$ cat src/hw/rtl/mmtm_ram.sv
`timescale 1ns / 1ps
// ----------------------------------------------------------------------------
// mmtm_ram
// Generic single-write, single-read synchronous RAM with a registered read.
// ----------------------------------------------------------------------------
module mmtm_ram #(
    parameter int WIDTH = 32,
    parameter int DEPTH = 64,
    parameter int AW    = (DEPTH > 1) ? $clog2(DEPTH) : 1
) (
    input  logic             i_clk,
    input  logic             i_we,
    input  logic [AW-1:0]    i_waddr,
    input  logic [WIDTH-1:0] i_wdata,
    input  logic [AW-1:0]    i_raddr,
    output logic [WIDTH-1:0] o_rdata
);

    logic [WIDTH-1:0] r_mem [DEPTH];
    logic [WIDTH-1:0] r_rdata;

    always_ff @(posedge i_clk) begin
        if (i_we) begin
            r_mem[i_waddr] <= i_wdata;
        end
        r_rdata <= r_mem[i_raddr];
    end

    assign o_rdata = r_rdata;

endmodule

$ cat config.mk
export PLATFORM = sky130hd
export DESIGN_NAME = mmtm_ram
export DESIGN_NICKNAME = d
export VERILOG_FILES = /design/src/hw/rtl/mmtm_ram.sv
export SDC_FILE = /design/constraint.sdc
export NUM_CORES = 2
export LEC_CHECK = 0
export BUFFER_PORTS_ARGS = -buffer_cell sky130_fd_sc_hd__buf_2
export CAP_MARGIN = 20
export CORE_MARGIN = 1
export CORE_UTILIZATION = 60
export CTS_BUF_LIST = sky130_fd_sc_hd__clkbuf_16
export CTS_CLUSTER_DIAMETER = 30
export CTS_CLUSTER_SIZE = 20
export DETAILED_ROUTE_END_ITERATION = 8
export PLACE_DENSITY = 0.84
export SYNTH_ARGS = -nofsm -noshare
export SYNTH_HDL_FRONTEND = slang
export SYNTH_SLANG_ARGS = --single-unit
$ cat constraint.sdc
create_clock -name i_clk -period 4.35 [get_ports i_clk]
set_input_delay 0.87 -clock i_clk [delete_from_list [all_inputs] [get_ports i_clk]]
set_output_delay 0.87 -clock i_clk [all_outputs]
set_load 0.005 [all_outputs]
Yosys cells after proc, flatten, opt, wreduce, memory -nomap -nowiden
Memory sizes are Yosys's and may differ from the RTL's. A register that Yosys moved wholly into a read port is not among the register bits.
Cells that the tools add are included.

operators by class
  multiplexer cells = 2

operator list
  operator  number
  $mux 1    2

word-level totals
  flip-flop bits (word level) = 0
  RAM bits = 2048
  input bits = 46
  output and inout bits = 32
  word-level logic and storage cells = 3
  memories = 1

memory list
  name   depth  bits a word  rd ports  clocked after memory_dff  wr ports  line  source
  r_mem  64     32           1         1                         1         19    logic [WIDTH-1:0] r_mem [DEPTH];

Longest topological paths before layout
  word-level depth = 2
  gate-level depth with buffers = 10
  mapped depth without buffers = 5

Worst setup path after synthesis
Ideal clock, no wire load.

  kind = input to register
  from = input port i_waddr[3]
  to = memory r_mem[48][0] (enable)
  setup time = 461 ps
  arrival time = 3569 ps
  required time = 3889 ps
  path slack = 320 ps
  cell stages on the path = 4
  buffers on the path = 1
  cell sequence = clkbuf_1 -> nor2b_1 -> nand4b_1 -> nor3_1

RTL lines
  element             line  source
  start: declaration  13    input logic [AW-1:0] i_waddr,
  end: declaration    19

No word-level cell before the write port.

==> summary.txt <==
Place
  • Gpl congestion: 0.860
  • I/O Buffers: 77
  • Post-DP HPWL: 116,000 um

Floorplan
  • Placeable core area: 130,000 um2
  • Die Y: 364 um
  • Rows: 132
  • DIE AREA: 132,000 um2
  • Initial Util: 60.6%
  • Horiz. Die Dim: 364 um
  • IO Count: 78

Synth
  • Netlist area before placement: 78,500 um2
  • Netlist cell types: 34
  • Synthesized net count: 3,370
  • Post-synth top flop: edfxtp_1
  • Avg Cell Area, Syn: 23.6 um2
  • Synth async-reset ratio: 0%
  • Commonest cells in the netlist: edfxtp_1, mux4_2, nor2_1, mux2i_1, o22ai_1
  • EDFF count, synth: 2,048
  • Yosys top cell area share: 78.3%
  • FF+latch count, synth: 2,080
  • Post-synthesis sequential area ratio: 79.1%
  • Synth Instances: 3,324
  • Area contributors post-synth: edfxtp_1, mux4_2, mux2i_1
  • Synth area leader: edfxtp_1
  • Ys Warns: 0
  • Most frequent cell after synthesis: edfxtp_1

Route
  • Wl on met1: 75,300 um
  • Final wirelength: 249,000 um
  • Metal2 WL: 120,000 um
  • Routed len/inst: 43.3 um
  • Vias: 43.5k
  • DR top layer: met5
  • Drt first pass iters: 8
  • DRC Markers: 0
  • Vias per inst: 7.57
  • DRT iter0 DRCs: 7,904
  • Met3 routed WL: 33,600 um
  • Final ANT Viol Nets: 0

CTS
  • Clock Path Buffers: 4
  • CTS buffer count: 327
  • # resized after CTS: 0
  • Cts hold-fix bufs: 0
  • CTS Sinks: 2,080
  • Root buffer cell: clkbuf_16
  • Clock Latency Late Sink: 0.94 ns
  • Clock Pin Slew Worst Setup and Hold Paths: 0.06 ns
  • Postcts setup bufs: 0
  • # H-tree levels: 5
  • CTS tree: yes

STA
  • Slew HR: 14.8%
  • Setup TNS: 0 ns
  • Skew final: 0.0548 ns
  • Finish-stage setup viols: 0
  • Post-route clock period utilization: 73.3%
  • Slew Limit Fails: 0
  • Max Clock Freq: 314 MHz
  • Final min period: 3.19 ns
  • Worst-Margin Slew: 1.27 ns
  • Final Hold Fails: 0
  • Unrepaired setup endpoints after global routing: false

Worst hold path
  • Hold path cells: 1
  • Worst Hold Class: input port to register

Finish
  • Final nets: 3,790
  • Layout cells sized above 1: 35.2%
  • Syn-to-layout area delta: 19.5%

Status
  • Status: complete, no violations

GRT
  • Initial antenna violation count: 19
  • Vias in the first global route: 44.0k
  • Pin count of the biggest net entering global routing: 73
  • Total congestion overflow: 0
  • First-pass GRT wire length: 341,000 um
  • GRT Total Usage: 38.0%

Worst setup path
  • CP endpoint kind: register
  • Crit path max fanout: 44
  • Worst Path Required: 5.09 ns
  • Type of the worst setup path: input port to register
  • Reg2reg path depth: 4
  • CP arrival: 3.93 ns
  • CP Launch Type: input port

Power
  • Peak supply drop: 522 uV
  • Total power: 51.3 mW
  • PD cells: 546 nW/um2
  • Leakage power: 30.3 nW

Run
  • Max-cap violations: 0
## layout make-up
cell class	instances	area, um2
Fill cell	6375	35800
Clock inverter	248	2670
Timing Repair Buffer	273	2540
Tap cell	1742	2180
Clock buffer	333	8330
Antenna cell	9	22.5
Multi-Input combinational cell	1062	16000
Sequential cell	2080	62100
## critical path: stages
cell and delay [ns]:
buf_8 0.47, buf_12 0.37, buf_4 0.31, mux4_2 0.35
mux4_2 0.58, o22ai_1 0.71, nor2_1 0.17
## final timing paths
kind,start,end,slack [ns]
worst max-delay path,i_raddr[1],o_rdata[18],1.16
worst max register to register,r_mem[27][18],o_rdata[18],1.73
worst min-delay path,i_wdata[31],r_mem[44][31],0.36
worst min register to register,r_mem[42][27],o_rdata[27],0.96
## where the power goes
part | switching (mW) | total [mW] | internal, mW
clock network | 10.0 | 26.7 | 16.7
logic | 1.46 | 2.26 | 0.804
registers | 0.141 | 22.3 | 22.2
total | 11.6 | 51.3 | 39.7
## registers in the layout, indices dropped and copies added, names as in the netlist
signal	flops
r_mem	2048
o_rdata	32
## placed cells by master (no fill, tap or decap), drive strengths merged, types with 7 or more instances in the layout
cell type and n:
o221ai 27, clkbuf 333, bufinv 44, nor3 7, nor2 137, clkinvlp 38, o22ai 84, clkinv 95
a22oi 12, nand2b 8, mux2i 93, buf 273, dfxtp 32, diode 9, edfxtp 2048, mux4 544
nand2 26, a311oi 8, nor2b 15, a21oi 62, inv 71
## per-stage QoR
step	setup WS [ns]	instances	area (um2)	util (%)	hold slack (ns)
CTS	1.29	5717	93400	72.0	0.403
detailed placement	0.441	5136	82400	63.6	0.896
finish	1.16	5747	93900	72.4	0.359
global route	1.22	5742	93800	72.4	0.355
floorplan	0.320	3324	78500	-	0.663
global placement	0.494	5135	82400	63.5	0.895
## kinds of logic (layout without fill, tap and decap cells)
family                 count (synthesis)  count (layout)  share of synthesized area, %
AO/OA/AOI/OAI                        202             202                          1.67
buffers and inverters                182             854                          1.13
flip-flops                          2080            2080                          79.1
multiplexers                         637             637                          16.8
other                                  0               9                             0
AND/OR/NAND/NOR                      223             223                          1.27
## routing by layer
metal / vias up / GRT usage, %
met2: 4913 / 60.5
met1: 22100 / 46.0
met4: 8 / 25.8
li1: 15200 / -
met5: - / 0
met3: 1249 / 9.95
Note: power is estimated with default switching activity, not from simulation.
