File: src/hw/rtl/mmtm_pkg.sv
`timescale 1ns / 1ps
// ----------------------------------------------------------------------------
// mmtm_pkg
// Shared types and constants for the matrix multiply engine with transpose
// modes: item kinds, register indexes, sequencer states and the tag that
// travels with each multiply-accumulate through the datapath.
// ----------------------------------------------------------------------------
package mmtm_pkg;

    localparam int DATA_W = 32;
    localparam int PROD_W = 2 * DATA_W;
    // Eight products of 64 bits each fit in 67 bits; one spare bit.
    localparam int ACC_W  = PROD_W + 4;
    localparam int DIM_W  = 4;
    localparam int IDX_W  = 3;
    localparam int CFG_W  = 3;

    localparam logic [1:0] KIND_WR_A = 2'd0;
    localparam logic [1:0] KIND_WR_B = 2'd1;
    localparam logic [1:0] KIND_CALC = 2'd2;

    localparam logic [CFG_W-1:0] CFG_ROWS    = 3'd0;
    localparam logic [CFG_W-1:0] CFG_INNER   = 3'd1;
    localparam logic [CFG_W-1:0] CFG_COLS    = 3'd2;
    localparam logic [CFG_W-1:0] CFG_TRANS_A = 3'd3;
    localparam logic [CFG_W-1:0] CFG_TRANS_B = 3'd4;

    localparam logic [DIM_W-1:0] DIM_RESET = 4'd8;

    typedef enum logic [1:0] {
        ST_IDLE,
        ST_RUN,
        ST_DRAIN
    } t_state;

    typedef struct packed {
        logic             valid;
        logic             first_k;
        logic             last_k;
        logic             last_j;
        logic [IDX_W-1:0] row;
        logic [IDX_W-1:0] col;
    } t_tag;

    // A dimension of zero acts as one, anything above the limit as the limit.
    function automatic logic [DIM_W-1:0] clamp_dim(input logic [DIM_W-1:0] v,
                                                   input logic [DIM_W-1:0] lim);
        logic [DIM_W-1:0] res;
        res = v;
        if (v == '0) begin
            res = 4'd1;
        end else if (v > lim) begin
            res = lim;
        end
        return res;
    endfunction

endpackage

File: src/hw/rtl/mmtm_mac.sv
`timescale 1ns / 1ps
// ----------------------------------------------------------------------------
// mmtm_mac
// Multiply-accumulate datapath: registered 32x32 product, full-width
// accumulator, then arithmetic shift and saturation into the result register.
// ----------------------------------------------------------------------------
module mmtm_mac import mmtm_pkg::*; #(
    parameter int FRAC_BITS = 16
) (
    input  logic                     i_clk,
    input  logic                     i_rst_n,
    input  t_tag                     i_tag,
    input  logic signed [DATA_W-1:0] i_a,
    input  logic signed [DATA_W-1:0] i_b,
    output logic                     o_strobe,
    output logic [IDX_W-1:0]         o_result_row,
    output logic [IDX_W-1:0]         o_result_col,
    output logic signed [DATA_W-1:0] o_product_value,
    output logic                     o_last
);

    t_tag                     r_ptag;
    logic signed [PROD_W-1:0] r_prod;
    logic signed [ACC_W-1:0]  r_acc;
    logic                     r_done;
    logic                     r_done_last;
    logic [IDX_W-1:0]         r_done_row, r_done_col;
    logic                     r_out_strobe;
    logic                     r_out_last;
    logic [IDX_W-1:0]         r_out_row, r_out_col;
    logic signed [DATA_W-1:0] r_out_value;
    logic signed [ACC_W-1:0]  w_shift;
    logic                     w_fits;
    logic signed [DATA_W-1:0] w_sat;

    always_ff @(posedge i_clk) begin
        if (!i_rst_n) begin
            r_ptag.valid <= 1'b0;
            r_done       <= 1'b0;
            r_out_strobe <= 1'b0;
        end else begin
            r_ptag.valid <= i_tag.valid;
            r_done       <= r_ptag.valid && r_ptag.last_k;
            r_out_strobe <= r_done;
        end
    end

    always_ff @(posedge i_clk) begin
        r_prod         <= i_a * i_b;
        r_ptag.first_k <= i_tag.first_k;
        r_ptag.last_k  <= i_tag.last_k;
        r_ptag.last_j  <= i_tag.last_j;
        r_ptag.row     <= i_tag.row;
        r_ptag.col     <= i_tag.col;
        if (r_ptag.valid) begin
            r_acc <= (r_ptag.first_k ? '0 : r_acc)
                     + {{(ACC_W - PROD_W){r_prod[PROD_W-1]}}, r_prod};
        end
        r_done_last <= r_ptag.last_j;
        r_done_row  <= r_ptag.row;
        r_done_col  <= r_ptag.col;
        r_out_last  <= r_done_last;
        r_out_row   <= r_done_row;
        r_out_col   <= r_done_col;
        r_out_value <= w_sat;
    end

    // The shift rounds toward minus infinity; the value fits when every bit
    // above the result's sign bit repeats it.
    assign w_shift = r_acc >>> FRAC_BITS;
    assign w_fits  = (&w_shift[ACC_W-1:DATA_W-1]) || !(|w_shift[ACC_W-1:DATA_W-1]);
    assign w_sat   = w_fits ? w_shift[DATA_W-1:0]
                   : (w_shift[ACC_W-1] ? {1'b1, {(DATA_W-1){1'b0}}}
                                       : {1'b0, {(DATA_W-1){1'b1}}});

    assign o_strobe        = r_out_strobe;
    assign o_last          = r_out_last;
    assign o_result_row    = r_out_row;
    assign o_result_col    = r_out_col;
    assign o_product_value = r_out_value;

endmodule

File: config.mk
export PLATFORM = sky130hd
export DESIGN_NAME = mmtm_mac
export DESIGN_NICKNAME = d
export VERILOG_FILES = /design/src/hw/rtl/mmtm_pkg.sv /design/src/hw/rtl/mmtm_mac.sv
export SDC_FILE = /design/constraint.sdc
export NUM_CORES = 2
export LEC_CHECK = 0
export BUFFER_PORTS_ARGS = -buffer_cell sky130_fd_sc_hd__buf_2
export CORE_MARGIN = 4
export CORE_UTILIZATION = 30
export DETAILED_ROUTE_END_ITERATION = 8
export GPL_ROUTABILITY_DRIVEN = 0
export HOLD_SLACK_MARGIN = 0.08
export PLACE_DENSITY = 0.52
export REMOVE_ABC_BUFFERS = 1
export SLEW_MARGIN = 20
export SYNTH_ARGS = -nofsm -noshare
export SYNTH_HDL_FRONTEND = slang
export SYNTH_SLANG_ARGS = --single-unit
File: constraint.sdc
create_clock -name i_clk -period 8.6 [get_ports i_clk]
set_clock_uncertainty 0.05 [all_clocks]
set_input_delay 1.29 -clock i_clk [delete_from_list [all_inputs] [get_ports i_clk]]
set_output_delay 1.29 -clock i_clk [all_outputs]
set_load 0.02 [all_outputs]
# Word-level counts from Yosys, hierarchy flattened
# Index checks and enable logic that the tools add are counted.
[word_totals]
register_bits = 190
output_inout_bits = 40
word_cells = 27
[op_classes]
addsub = 1
multipliers = 1
n_mux = 3
reduce_logical = 5
[ops]
columns = ["op", "n"]
rows = [
  ["$add 68x68->68", 1],
  ["$mux 68", 1],
  ["$mul 32x32->64", 1],
  ["$mux 32", 2],
  ["$reduce_and 21->1", 1],
  ["$reduce_or 21->1", 1],
  ["$logic_and 1x1->1", 1],
  ["$logic_not 1->1", 1],
  ["$logic_or 1x1->1", 1],
]

# Longest topological paths before layout
[logic_depth]
ltp_word = 4
mapped_depth = 27
mapped_depth_nobuf = 26

# Worst setup path after synthesis
# No wires, ideal clock.
[synth_path]
kind = "input-to-reg"
from = "input port i_b[2]"
to = "register r_prod[61]"
setup_ns = 0.106
arrival_time_ns = 8.504
path_slack_ns = -0.060
cell_stages = 24
path_buffers = 1
path_cell_list = "clkbuf_1 -> nand2_1 -> inv_1 -> fa_1 -> fa_1 -> fa_1 -> fa_1 -> inv_1 -> fa_1 -> inv_1 -> fa_1 -> inv_1 -> fa_1 -> fa_1 -> inv_1 -> ha_1 -> a21o_1 -> a21o_1 -> a21o_1 -> a21oi_1 -> o21bai_1 -> a21o_1 -> or2_2 -> o311ai_0"
[synth_via]
elab_chain_len = 1
[synth_lines]
columns = ["item", "line_no", "text"]
rows = [
  ["from (decl)", "mmtm_mac.sv:14", "input logic signed [DATA_W-1:0] i_b,"],
  ["$mul 32x32->64", "mmtm_mac.sv:49", "r_prod <= i_a * i_b;"],
  ["to (signal assigned)", "mmtm_mac.sv:49", ""],
  ["to (decl)", "mmtm_mac.sv:23", "logic signed [PROD_W-1:0] r_prod;"],
]
# No other way between the ends.
# A chain may end at the register's enable or synchronous reset.

# Worst setup path after layout
[layout_path]
from = "input port i_a[15]"
to = "register r_prod[61]"
[layout_via]
elab_chain_len = 1
[layout_lines]
columns = ["item", "line_no", "text"]
rows = [
  ["from (decl)", "mmtm_mac.sv:13", "input logic signed [DATA_W-1:0] i_a,"],
  ["$mul 32x32->64", "mmtm_mac.sv:49", ""],
]
# No other way between the ends.

==> impl_metrics.sql <==
INSERT INTO impl_metrics (metric_group, metric, value, unit) VALUES
('run_status', 'run_status', 'finished, final reports clean', ''),
('worst_setup_path', 'endpoint_kind', 'register', ''),
('synthesis', 'yosys.area.top_type', 'fa_1', ''),
('routing', 'route.detailed.drc', '0', ''),
('timing', 'achievable-frequency', '120', 'MHz'),
('run', 'cap_viol_max_count', '0', ''),
('floorplan', 'die_y', '398', 'um'),
('timing', 'slew_violations', '0', ''),
('timing', 'finalHoldViolCount', '0', ''),
('floorplan', 'number_of_ports_placed_on_the_die_boundary', '116', ''),
('layout', 'instances_no_fill', '7088', ''),
('worst_setup_path', 'cp.required', '8880', 'ps'),
('layout', 'drive_above_1_share', '11.2', '%'),
('hold_path', 'hold_path_class', 'reg2reg', ''),
('timing', 'setup_violations', '0', ''),
('worst_setup_path', 'criticalPathCategory', 'in2reg', ''),
('clocking', 'clock_tree.htree_level_count', '4', ''),
('synthesis', 'synthCells', '4786', ''),
('layout', 'layout.nets', '6468', ''),
('global_route', 'grt_pass1_wl', '202000', 'um'),
('global_route', 'first_global_vias', '36500', ''),
('clocking', 'cts-root-buf', 'clkbuf_16', ''),
('routing', 'via_total_after_detailed_routing', '32500', ''),
('clocking', 'ctsLongestPathBuffers', '2', ''),
('routing', 'iteration_count_of_the_initial_detailed_routing_pass', '6', ''),
('synthesis', 'synth_enable_flop_cells', '68', ''),
('placed_design', 'portBuffers', '115', ''),
('floorplan', 'rows', '142', ''),
('timing', 'min_period', '8310', 'ps'),
('floorplan', 'floorplan.initialDensity', '30.3', '%'),
('timing', 'final_critical_path_setup_slack', '287', 'ps'),
('synthesis', 'yosysUniqueCellTypes', '77', ''),
('worst_setup_path', 'cp_data_arrival_time', '8590', 'ps'),
('layout', 'most_common_library_cell_in_the_layout_ignoring_fill_and_taps', 'fa_1', ''),
('synthesis', 'yosys-top-cells-area', 'fa_1, inv_1, and2_1, ha_1, dfxtp_1', ''),
('routing', 'drt-met1-wl', '53000', 'um'),
('floorplan', 'die_area', '0.158', 'mm^2'),
('global_route', 'number_of_antenna_violations_at_the_first_check_in_global_routing', '9', ''),
('worst_setup_path', 'crit_path_max_fanout', '12', ''),
('routing', 'routed-wl-met3', '3700', 'um'),
('worst_setup_path', 'worst_setup_start_kind', 'input port', ''),
('timing', 'grt_setup_unrepaired', 'no', ''),
('routing', 'detail_route.wirelength', '122000', 'um'),
('routing', 'detail_route.iter0.violations', '1477', ''),
('synthesis', 'ys.warnings.count', '0', ''),
('layout', 'mostFrequentLayoutCells', 'fa_1, inv_1, nand2_1, and2_1, buf_4', ''),
('global_route', 'groute.usage.overall', '16.1', '%'),
('timing', 'final.period_utilization', '96.7', '%'),
('worst_setup_path', 'slack_of_the_worst_reg_to_reg_path', '4140', 'ps'),
('layout', 'area_growth_syn_to_fin', '13.4', '%'),
('floorplan', 'core-area', '0.150', 'mm^2'),
('global_route', 'grt_max_degree', '70', ''),
('synthesis', 'seq_area_frac_synth', '9.84', '%'),
('synthesis', 'synth_area', '0.0456', 'mm^2'),
('routing', 'met2_length', '62700', 'um'),
('routing', 'highest-signal-layer', 'met4', ''),
('timing', 'worst_hold_margin', '279', 'ps'),
('floorplan', 'die_width', '398', 'um'),
('synthesis', 'yosys_register_bits', '190', ''),
('placed_design', 'dpl.hpwl', '107000', 'um'),
('clocking', 'number_of_buffers_created_by_cts', '17', ''),
('routing', 'viasPerCell', '4.58', ''),
('routing', 'route.antenna.remaining_nets', '0', ''),
('synthesis', 'synthesis.area_per_instance', '9.52', 'um^2'),
('clocking', 'clock-sinks', '190', ''),
('placed_design', 'place_ws', '-470', 'ps'),
('global_route', 'grt.overflow.total', '0', ''),
('routing', 'routed_wire_length_per_instance', '17.1', 'um'),
('placed_design', 'numPlacedInstances', '7053', ''),
('clocking', 'cts_hold_buffers', '0', ''),
('clocking', 'cts_tree', 'yes', ''),
('timing', 'relSlewSlack', '59.0', '%'),
('timing', 'worstMarginPinSlew', '611', 'ps'),
('synthesis', 'postSynth.topFlopCell', 'dfxtp_1', ''),
('clocking', 'worstSkewPairLatency', '450', 'ps'),
('synthesis', 'ys_async_sr_fraction', '0', '%'),
('synthesis', 'yosys.area.top_type_share', '47.6', '%'),
('clocking', 'clock_pin_slew_on_the_worst_setup_and_hold_paths', '70', 'ps');
[critical path, cell delays in order]
cell and delay [ps]:
clkbuf_4 220, buf_12 190, buf_4 150, and2_1 160, fa_1 490, inv_1 50, fa_1 470, inv_1 50
fa_1 480, fa_1 600, fa_1 470, fa_1 470, fa_1 520, fa_1 420, ha_1 300, a21oi_1 180
o21ai_0 180, a311oi_1 440, nand3b_1 160, o211ai_1 200, o21ai_2 240, a21oi_1 120, or2_2 340, o311ai_0 350
[flip-flops by register name, indices dropped and copies added (netlist names)]
register         cells
r_acc               68
r_prod              64
o_product_value     32
r_ptag              10
o_result_col         3
o_result_row         3
r_done_col           3
r_done_row           3
o_last               1
o_strobe             1
r_done               1
r_done_last          1
[synthesized netlist by cell type (7+ instances only)]
master / n
a2111oi_0: 7
a21boi_0: 7
clkbuf_1: 228
o21bai_1: 20
xnor2_1: 87
nand4_1: 24
inv_1: 1000
nor3_1: 24
o21ai_0: 66
nand2b_1: 15
xor2_1: 45
ha_1: 251
a31oi_1: 24
and3_1: 27
dfxtp_1: 122
fa_1: 1083
buf_2: 10
nor4_1: 9
nor2_1: 102
o21a_1: 13
o211ai_1: 11
a21oi_1: 113
a21o_1: 110
nand2_1: 553
nor2b_1: 76
edfxtp_1: 68
and2_1: 532
a211oi_1: 13
nand3_1: 34
[timing repair]
item                       CTS  global route
resized for setup            1            37
setup endpoints to repair    1             9
pin swaps                    0             6
buffers inserted             0             1
[logic make-up after synthesis]
group | Yosys count | synth area share [%]
DFF | 190 | 9.84
adders and majority gates | 1334 | 54.5
and+or+nand+nor | 1429 | 16.0
buffers and inverters | 1244 | 10.3
muxes | 3 | 0.0686
xor gates and xnor gates | 132 | 2.54
AOI/OAI and AO/OA | 454 | 6.84
[final timing paths]
kind,from,to,depth (start not counted)
worst max-delay path,i_a[15],r_prod[61]$_DFF_P_,24
worst min-delay path,r_done_row[0]$_DFF_P_,o_result_row[0]$_DFF_P_,0
worst max register to register,r_ptag[8]$_DFF_P_,r_acc[64]$_DFFE_PP_,12
worst min register to register,r_done_row[0]$_DFF_P_,o_result_row[0]$_DFF_P_,0
[per-stage QoR]
step	instance area, um^2	utilization [%]	setup TNS (ps)
CTS	51500	34.2	0
global placement	50900	33.9	-2720
floorplan	44700	-	0
finish	51700	34.3	0
detailed placement	50900	33.9	-3540
global route	51700	34.3	0
[metal layers]
layer  up-vias  GRT usage (%)
met1     16900           21.1
met5         -              0
met2       596           29.3
met3       111           1.17
li1      14900              -
met4         0           2.57
[area by class of cell]
class	count	area, um^2
Tap cell	2016	2520
Fill cell	15600	98800
Timing Repair Buffer	496	3850
Clock inverter	14	149
Sequential cell	190	4490
Inverter	1001	3760
Antenna cell	1	2.50
Clock buffer	18	439
Multi-Input combinational cell	3352	36500
Power is not shown: default switching activity piles up to over one toggle a cycle in this logic, so the estimate is an artifact.
