<file path="src/hw/rtl/mmtm_pkg.sv">
`timescale 1ns / 1ps
// ----------------------------------------------------------------------------
// mmtm_pkg
// Shared types and constants for the matrix multiply engine with transpose
// modes: item kinds, register indexes, sequencer states and the tag that
// travels with each multiply-accumulate through the datapath.
// ----------------------------------------------------------------------------
package mmtm_pkg;

    localparam int DATA_W = 32;
    localparam int PROD_W = 2 * DATA_W;
    // Eight products of 64 bits each fit in 67 bits; one spare bit.
    localparam int ACC_W  = PROD_W + 4;
    localparam int DIM_W  = 4;
    localparam int IDX_W  = 3;
    localparam int CFG_W  = 3;

    localparam logic [1:0] KIND_WR_A = 2'd0;
    localparam logic [1:0] KIND_WR_B = 2'd1;
    localparam logic [1:0] KIND_CALC = 2'd2;

    localparam logic [CFG_W-1:0] CFG_ROWS    = 3'd0;
    localparam logic [CFG_W-1:0] CFG_INNER   = 3'd1;
    localparam logic [CFG_W-1:0] CFG_COLS    = 3'd2;
    localparam logic [CFG_W-1:0] CFG_TRANS_A = 3'd3;
    localparam logic [CFG_W-1:0] CFG_TRANS_B = 3'd4;

    localparam logic [DIM_W-1:0] DIM_RESET = 4'd8;

    typedef enum logic [1:0] {
        ST_IDLE,
        ST_RUN,
        ST_DRAIN
    } t_state;

    typedef struct packed {
        logic             valid;
        logic             first_k;
        logic             last_k;
        logic             last_j;
        logic [IDX_W-1:0] row;
        logic [IDX_W-1:0] col;
    } t_tag;

    // A dimension of zero acts as one, anything above the limit as the limit.
    function automatic logic [DIM_W-1:0] clamp_dim(input logic [DIM_W-1:0] v,
                                                   input logic [DIM_W-1:0] lim);
        logic [DIM_W-1:0] res;
        res = v;
        if (v == '0) begin
            res = 4'd1;
        end else if (v > lim) begin
            res = lim;
        end
        return res;
    endfunction

endpackage

</file>
<file path="src/hw/rtl/mmtm_seq.sv">
`timescale 1ns / 1ps
// ----------------------------------------------------------------------------
// mmtm_seq
// Configuration registers and the row sequencer: routes element writes to
// the two stores and walks the column and inner indexes of a compute
// transaction, issuing one read pair per cycle.
// ----------------------------------------------------------------------------
module mmtm_seq import mmtm_pkg::*; #(
    parameter int MAX_DIM = 8,
    parameter int AW      = 6
) (
    input  logic             i_clk,
    input  logic             i_rst_n,
    input  logic             start,
    input  logic [1:0]       i_kind,
    input  logic [IDX_W-1:0] i_row,
    input  logic [IDX_W-1:0] i_col,
    input  logic             i_cfg_we,
    input  logic [CFG_W-1:0] i_cfg_idx,
    input  logic [DIM_W-1:0] i_cfg_data,
    input  logic             i_row_done,
    output logic             o_busy,
    output logic             o_we_a,
    output logic             o_we_b,
    output logic [AW-1:0]    o_waddr,
    output logic [AW-1:0]    o_raddr_a,
    output logic [AW-1:0]    o_raddr_b,
    output t_tag             o_tag
);

    localparam int DIM_LIM = (MAX_DIM < 8) ? MAX_DIM : 8;
    localparam logic [DIM_W-1:0] DIM_LIM_V = DIM_W'(DIM_LIM);

    t_state           r_state, n_state;
    logic [IDX_W-1:0] r_j, n_j;
    logic [IDX_W-1:0] r_k, n_k;
    logic [IDX_W-1:0] r_row, n_row;
    logic [DIM_W-1:0] r_rows, r_inner, r_cols;
    logic             r_trans_a, r_trans_b;
    t_tag             r_tag;
    t_tag             w_issue;
    logic [DIM_W-1:0] w_nr, w_nk, w_nc;
    logic             w_wr_ok;
    logic [IDX_W-1:0] w_a_row, w_a_col, w_b_row, w_b_col;

    assign w_nr = clamp_dim(r_rows, DIM_LIM_V);
    assign w_nk = clamp_dim(r_inner, DIM_LIM_V);
    assign w_nc = clamp_dim(r_cols, DIM_LIM_V);

    assign w_wr_ok = ({1'b0, i_row} < DIM_LIM_V) && ({1'b0, i_col} < DIM_LIM_V);

    always_ff @(posedge i_clk) begin
        if (!i_rst_n) begin
            r_rows    <= DIM_RESET;
            r_inner   <= DIM_RESET;
            r_cols    <= DIM_RESET;
            r_trans_a <= 1'b0;
            r_trans_b <= 1'b0;
        end else if (i_cfg_we) begin
            unique case (i_cfg_idx)
                CFG_ROWS:    r_rows    <= i_cfg_data;
                CFG_INNER:   r_inner   <= i_cfg_data;
                CFG_COLS:    r_cols    <= i_cfg_data;
                CFG_TRANS_A: r_trans_a <= i_cfg_data[0];
                CFG_TRANS_B: r_trans_b <= i_cfg_data[0];
                default: ;
            endcase
        end
    end

    always_ff @(posedge i_clk) begin
        if (!i_rst_n) begin
            r_state     <= ST_IDLE;
            r_tag.valid <= 1'b0;
        end else begin
            r_state     <= n_state;
            r_tag.valid <= w_issue.valid;
        end
    end

    always_ff @(posedge i_clk) begin
        r_j           <= n_j;
        r_k           <= n_k;
        r_row         <= n_row;
        r_tag.first_k <= w_issue.first_k;
        r_tag.last_k  <= w_issue.last_k;
        r_tag.last_j  <= w_issue.last_j;
        r_tag.row     <= w_issue.row;
        r_tag.col     <= w_issue.col;
    end

    always_comb begin
        w_issue.valid   = (r_state == ST_RUN);
        w_issue.first_k = (r_k == '0);
        w_issue.last_k  = ({1'b0, r_k} == w_nk - 4'd1);
        w_issue.last_j  = ({1'b0, r_j} == w_nc - 4'd1);
        w_issue.row     = r_row;
        w_issue.col     = r_j;
    end

    always_comb begin
        n_state = r_state;
        n_j     = r_j;
        n_k     = r_k;
        n_row   = r_row;
        o_we_a  = 1'b0;
        o_we_b  = 1'b0;
        unique case (r_state)
            ST_IDLE: begin
                if (start) begin
                    o_we_a = (i_kind == KIND_WR_A) && w_wr_ok;
                    o_we_b = (i_kind == KIND_WR_B) && w_wr_ok;
                    if ((i_kind == KIND_CALC) && ({1'b0, i_row} < w_nr)) begin
                        n_state = ST_RUN;
                        n_row   = i_row;
                        n_j     = '0;
                        n_k     = '0;
                    end
                end
            end
            ST_RUN: begin
                if (w_issue.last_k) begin
                    n_k = '0;
                    if (w_issue.last_j) begin
                        n_state = ST_DRAIN;
                    end else begin
                        n_j = r_j + 3'd1;
                    end
                end else begin
                    n_k = r_k + 3'd1;
                end
            end
            ST_DRAIN: begin
                if (i_row_done) begin
                    n_state = ST_IDLE;
                end
            end
            default: n_state = ST_IDLE;
        endcase
    end

    // op(A)[i][k] and op(B)[k][j] select stored row and column by the modes.
    assign w_a_row = r_trans_a ? r_k : r_row;
    assign w_a_col = r_trans_a ? r_row : r_k;
    assign w_b_row = r_trans_b ? r_j : r_k;
    assign w_b_col = r_trans_b ? r_k : r_j;

    assign o_raddr_a = AW'(32'(w_a_row) * 32'(MAX_DIM) + 32'(w_a_col));
    assign o_raddr_b = AW'(32'(w_b_row) * 32'(MAX_DIM) + 32'(w_b_col));
    assign o_waddr   = AW'(32'(i_row) * 32'(MAX_DIM) + 32'(i_col));

    assign o_busy = (r_state != ST_IDLE);
    assign o_tag  = r_tag;

endmodule

</file>
<file path="config.mk">
export PLATFORM = sky130hd
export DESIGN_NAME = mmtm_seq
export DESIGN_NICKNAME = d
export VERILOG_FILES = /design/src/hw/rtl/mmtm_pkg.sv /design/src/hw/rtl/mmtm_seq.sv
export SDC_FILE = /design/constraint.sdc
export NUM_CORES = 1
export LEC_CHECK = 0
export BUFFER_PORTS_ARGS = -buffer_cell sky130_fd_sc_hd__clkbuf_2
export CORE_MARGIN = 1
export CORE_UTILIZATION = 43
export DETAILED_ROUTE_END_ITERATION = 10
export MAX_ROUTING_LAYER = met4
export PLACE_DENSITY = 0.71
export SYNTH_ARGS = -nofsm -noshare
export SYNTH_HDL_FRONTEND = slang
export SYNTH_SLANG_ARGS = --single-unit
</file>
<file path="constraint.sdc">
create_clock -name i_clk -period 2.1 [get_ports i_clk]
set_clock_uncertainty 0.15 [all_clocks]
set_input_delay 0.315 -clock i_clk [delete_from_list [all_inputs] [get_ports i_clk]]
set_output_delay 0.315 -clock i_clk [all_outputs]
set_load 0.005 [all_outputs]
</file>
======== Yosys cells after proc, flatten, opt, wreduce, memory -nomap -nowiden ========
Index checks and enable logic that the tools add are counted.
word-level totals
  input bits .............................. 20
  bits in registers ....................... 35
  RAM bits ................................ 0
  logic and storage cells ................. 88
  memories ................................ 0
  bits in read-only memories .............. 0
  latch bits .............................. 0
  output and inout bits ................... 31
cells by class
  muxes and demuxes ....................... 27
  div/mod/pow operators ................... 0
  $mul .................................... 0
  add/subtract/negate cells ............... 7
  magnitude comparators ................... 4
  equal/unequal tests ..................... 16
  shifts and indexed selects .............. 0
  bitwise operators ....................... 0
  reduce and logical (&&, ||, !) cells .... 19
operators by type and width
  kind                                                   number
  2-to-1 mux 3 bit                                       9
  2-to-1 mux 4 bit                                       6
  adder 6 x 3 -> 6 bit                                   3
  greater-than comparator 4 bit (second input constant)  3
  zero test 4 bit                                        3
  inequality test 2 bit (second input constant)          6
  case mux 3 bit (2 select lines)                        2
  2-to-1 mux 2 bit                                       5
  AND reduction 2 bit                                    5
  AND reduction 5 bit                                    2
  equality test 3 x 4 -> 1 bit                           2
  subtractor 4 x 1 -> 4 bit (second input constant)      2
  adder 3 x 1 -> 3 bit (second input constant)           2
  equality test 3 x 2 -> 1 bit (second input constant)   2
  zero test 3 bit                                        2
  case mux 2 bit (3 select lines)                        1
  AND reduction 3 bit                                    2
  equality test 2 x 1 -> 1 bit (second input constant)   2
  equality test 2 bit (second input constant)            2
  zero test 2 bit                                        2
  < comparator 3 x 4 -> 1 bit                            1
  2-to-1 mux 1 bit                                       4
  nonzero test 2 bit                                     2
  equality test 3 x 1 -> 1 bit (second input constant)   1
  2 further kinds                                        2

======== Longest topological paths before layout ========
  depth after elaboration ................. 8
  mapped depth ............................ 8
  gate-level depth less buffers ........... 8

======== Worst setup path after synthesis ========
OpenSTA, ideal clock, no wires.
  path type ............................... flip-flop to flip-flop
  start point ............................. reg r_cols[1]
  end point ............................... reg r_j[0] (enable)
  path buffers ............................ 0
  setup time .............................. 0.251 ns
  data arrival time ....................... 1.581 ns
  cell stages (with the launch flop) ...... 9
  slack ................................... 0.117 ns
  cells stage by stage .................... dfxtp_1 > o21bai_1 > nand2_1 > ha_1 > xnor2_1 > xnor2_1 > nor4b_2 > nor3_1 > a21o_1
RTL lines
  item                      line            RTL
  start: declaration        mmtm_seq.sv:38  logic [DIM_W-1:0] r_rows, r_inner, r_cols;
  start signal: assignment  mmtm_seq.sv:63  CFG_COLS: r_cols <= i_cfg_data;
  end signal: assignment    mmtm_seq.sv:82  r_j <= n_j;
  end: declaration          mmtm_seq.sv:35  logic [IDX_W-1:0] r_j, n_j;

==> impl_metrics.env <==
export IMPL_status="finished clean"
export IMPL_gr_total_overflow=0
export IMPL_areaGrowthSynthToFinish_pct=26.59
export IMPL_drtIter0Drc=45
export IMPL_r2r_setup_slack_ns=0.09
export IMPL_clk_pin_slew_ns=0.07
export IMPL_irDropWorstVdd_mv=0.3704
export IMPL_synth_commonest_cells="26 x dfxtp_1, 23 x nor2_1, 13 x mux2i_1, 10 x nand2_1, 9 x edfxtp_1"
export IMPL_slew_viol_final=0
export IMPL_grt_max_degree=15
export IMPL_cts_root_buf="clkbuf_8"
export IMPL_wire_per_inst_um=12.50
export IMPL_ant_nets=0
export IMPL_fin_crit_ns=2.011
export IMPL_dp_hpwl_um=2470
export IMPL_port_buffers=44
export IMPL_critPathKind="flip-flop to flip-flop"
export IMPL_grtUsageTotal_pct=17.59
export IMPL_ys_flop_type="dfxtp_1"
export IMPL_synthesis_nets=189
export IMPL_synth_async_sr_flop_share_pct=0
export IMPL_synth_largest_area_cell="dfxtp_1"
export IMPL_slew_headroom_pct=59.59
export IMPL_ys_seq_area_share_pct=46.81
export IMPL_drt_pass1_iter_count=4
export IMPL_hold_start="i_rst_n"
export IMPL_reg2reg_from="r_cols[2]$_SDFFE_PN0P_"
export IMPL_cp_arrival_ns=1.91
export IMPL_io_pins=51
export IMPL_finalWirelength_um=3237
export IMPL_crit_slowest_cell="dfxtp_2"
export IMPL_fin_nets=237
export IMPL_ys_warn_count=0
export IMPL_cellPowerDensity_nw_per_um2=704.7
export IMPL_cts_buffer_depth=2
export IMPL_period_share_pct=95.78
export IMPL_r2r_end="r_j[1]$_SDFFCE_PN0P_"
export IMPL_rsz0062_at_grt="yes"
export IMPL_gp_congestion=0.7607
export IMPL_cp_start_kind="flip-flop"
export IMPL_drc=0
export IMPL_synthesis_area_um2=1689
export IMPL_worstHoldPathType="input pin to flip-flop"
export IMPL_endpoint_kind="flip-flop"
export IMPL_fin_setup_tns_ns=0
export IMPL_cpLargestDelayFamily="compound AO/OA/AOI/OAI gates"
export IMPL_coreArea_um2=3716
export IMPL_synth_top_area_share_pct=30.81
export IMPL_min_path_cells=2
export IMPL_fillers=335
export IMPL_min_to="r_inner[3]$_SDFFE_PN1P_"
export IMPL_syn_area_per_cell_um2=10.43
export IMPL_finish_utilization_pct=57.54
export IMPL_die_area_um2=4183
export IMPL_setup_viol=0
export IMPL_cts_tree="yes"
export IMPL_ys_top_cells_by_area="dfxtp_1 31%, edfxtp_1 16%, mux2i_1 7.7%"
export IMPL_hold_violations=0
export IMPL_fp_row_count=22
export IMPL_grt_pass1_vias=1146
export IMPL_yosysMostFrequentCell="dfxtp_1"
export IMPL_diodes=0
export IMPL_ys_ff_latch=35
export IMPL_antenna_found_initial=0
export IMPL_critPathMaxStageDelay_ns=0.32
export IMPL_htreeDepth=2
export IMPL_worstPathCellList="o21bai_1, nand2_1, ha_2, xnor2_2, xnor2_1, nor4b_2, buf_4, nor3_2, a21o_1"
export IMPL_max_freq_mhz=497.2
export IMPL_required_ns=2.00
export IMPL_path_max_fanout=3
export IMPL_synthCells=162
export IMPL_drive_gt1_share_pct=39.34
export IMPL_totalPowerFinal_w=0.001507
export IMPL_worst_pin_slew_ns=0.6045
export IMPL_num_vias=1262
export IMPL_maxCapViolations=0
export IMPL_p_leak_nw=0.9142
export IMPL_grt_pass1_wl_um=5313
export IMPL_place_area_um2=1951
export IMPL_synth_edf_count=9
export IMPL_cp_num_cells=9
export IMPL_finalInstanceArea_um2=2138
export IMPL_clk_latency_ns=0.29
export IMPL_cts_buffers=5
export IMPL_cts_sinks=35
export IMPL_r2r_cells=9
export IMPL_die_x_um=64.68
export IMPL_die_h_um=64.68
export IMPL_synth_distinct_cells=32
export IMPL_vias_per_cell=4.873
export IMPL_initial_utilization_pct=45.45
export IMPL_path_buf_inv=1
==> power breakdown <==
part / internal [W] / switching (W)
sequential: 0.000714 / 0.0000185
combinational: 0.0000777 / 0.0000777
clock: 0.000384 / 0.000236
==> stage by stage <==
| stage | cells | worst slack [ns] | hold slack, ns |
|---|---|---|---|
| 2_1_floorplan | 162 | 0.1173 | 0.2105 |
| 3_3_place_gp | 249 | 0.08764 | 0.2187 |
| 3_5_place_dp | 249 | 0.05438 | 0.2253 |
| 4_1_cts | 257 | 0.002880 | 0.08222 |
| 5_1_grt | 259 | -0.01097 | 0.08506 |
| 6_report | 259 | 0.08871 | 0.08561 |
==> metal layers <==
layer / up-vias / global-route usage, % / share of wire (%)
met5: - / - / 0
met4: 0 / 8.611 / 2.4
met3: 7 / 3.697 / 3.9
met2: 38 / 27.76 / 46
met1: 563 / 21.35 / 47
li1: 654 / - / -
==> state kept, by name, summed over array words and instances (netlist names) <==
| register | flops |
|---|---|
| r_j | 3 |
| r_cols | 4 |
| o_tag | 10 |
| r_trans_b | 1 |
| r_row | 3 |
| r_state | 2 |
| r_rows | 4 |
| r_inner | 4 |
| r_k | 3 |
| r_trans_a | 1 |
==> worst max path at each step <==
stage	start	end
after floorplan	r_cols[1]$_SDFFE_PN0P_	r_j[0]$_SDFFCE_PN0P_
after global placement	r_cols[1]$_SDFFE_PN0P_	r_j[2]$_SDFFCE_PN0P_
after detailed placement	r_cols[1]$_SDFFE_PN0P_	r_j[2]$_SDFFCE_PN0P_
after CTS	r_cols[1]$_SDFFE_PN0P_	r_state[0]$_SDFFE_PN0P_
after global routing	r_cols[2]$_SDFFE_PN0P_	r_state[0]$_SDFFE_PN0P_
final	r_cols[2]$_SDFFE_PN0P_	r_j[1]$_SDFFCE_PN0P_
==> layout make-up <==
type                       count  area (um^2)  share of cell area [%]
sequential                    35        794.5                   37.16
multi-input combinational    111        867.1                   40.55
tap                           48        60.06                   2.809
clock inverter                 2        35.03                   1.638
clock buffer                   6        82.58                   3.862
timing repair buffer          52        280.3                   13.11
inverter                       5        18.77                  0.8777
==> cells by family after synthesis <==
group / share of synthesized area (%)
compound gates: 5.036
buf+inv: 4.889
flops: 46.81
fa+ha+maj: 5.185
simple gates: 19.93
mux: 13.04
xor+xnor: 5.112
==> cells in the final DEF, fill, tap and decap left out, types with 2 or more instances in the layout <==
| master | instances |
|---|---|
| nor2_1 | 21 |
| xnor2_1 | 5 |
| nand2_1 | 9 |
| nor4b_2 | 2 |
| clkbuf_2 | 44 |
| mux2_2 | 8 |
| nand2b_1 | 5 |
| dfxtp_1 | 23 |
| nor3b_1 | 2 |
| mux2i_1 | 13 |
| o21bai_1 | 2 |
| clkbuf_8 | 6 |
| xor2_1 | 2 |
| nor4b_1 | 2 |
| inv_1 | 5 |
| dfxtp_2 | 3 |
| nor3_1 | 2 |
| a21o_1 | 2 |
| nor2b_1 | 4 |
| and2_1 | 2 |
| buf_4 | 8 |
| nand3_1 | 3 |
| xnor2_2 | 2 |
| nor4bb_1 | 2 |
| edfxtp_1 | 9 |
| o21ai_0 | 5 |
| nor2_2 | 2 |
| ha_1 | 6 |
==> worst reg2reg max path, cell delays in order, from the launching register on <==
cell and delay [ns]:
dfxtp_2 0.32, o21bai_1 0.17, nand2_1 0.08, ha_2 0.18, xnor2_2 0.13, xnor2_1 0.14, nor4b_2 0.21, buf_4 0.16
nor3_2 0.04, a21o_1 0.20
==> timing repair <==
item	in CTS	in global routing
resized for setup	0	13
endpoints found under the setup margin	0	11
hold buffers	0	0
setup buffers	0	2
Power figures use the tool's default switching activity.
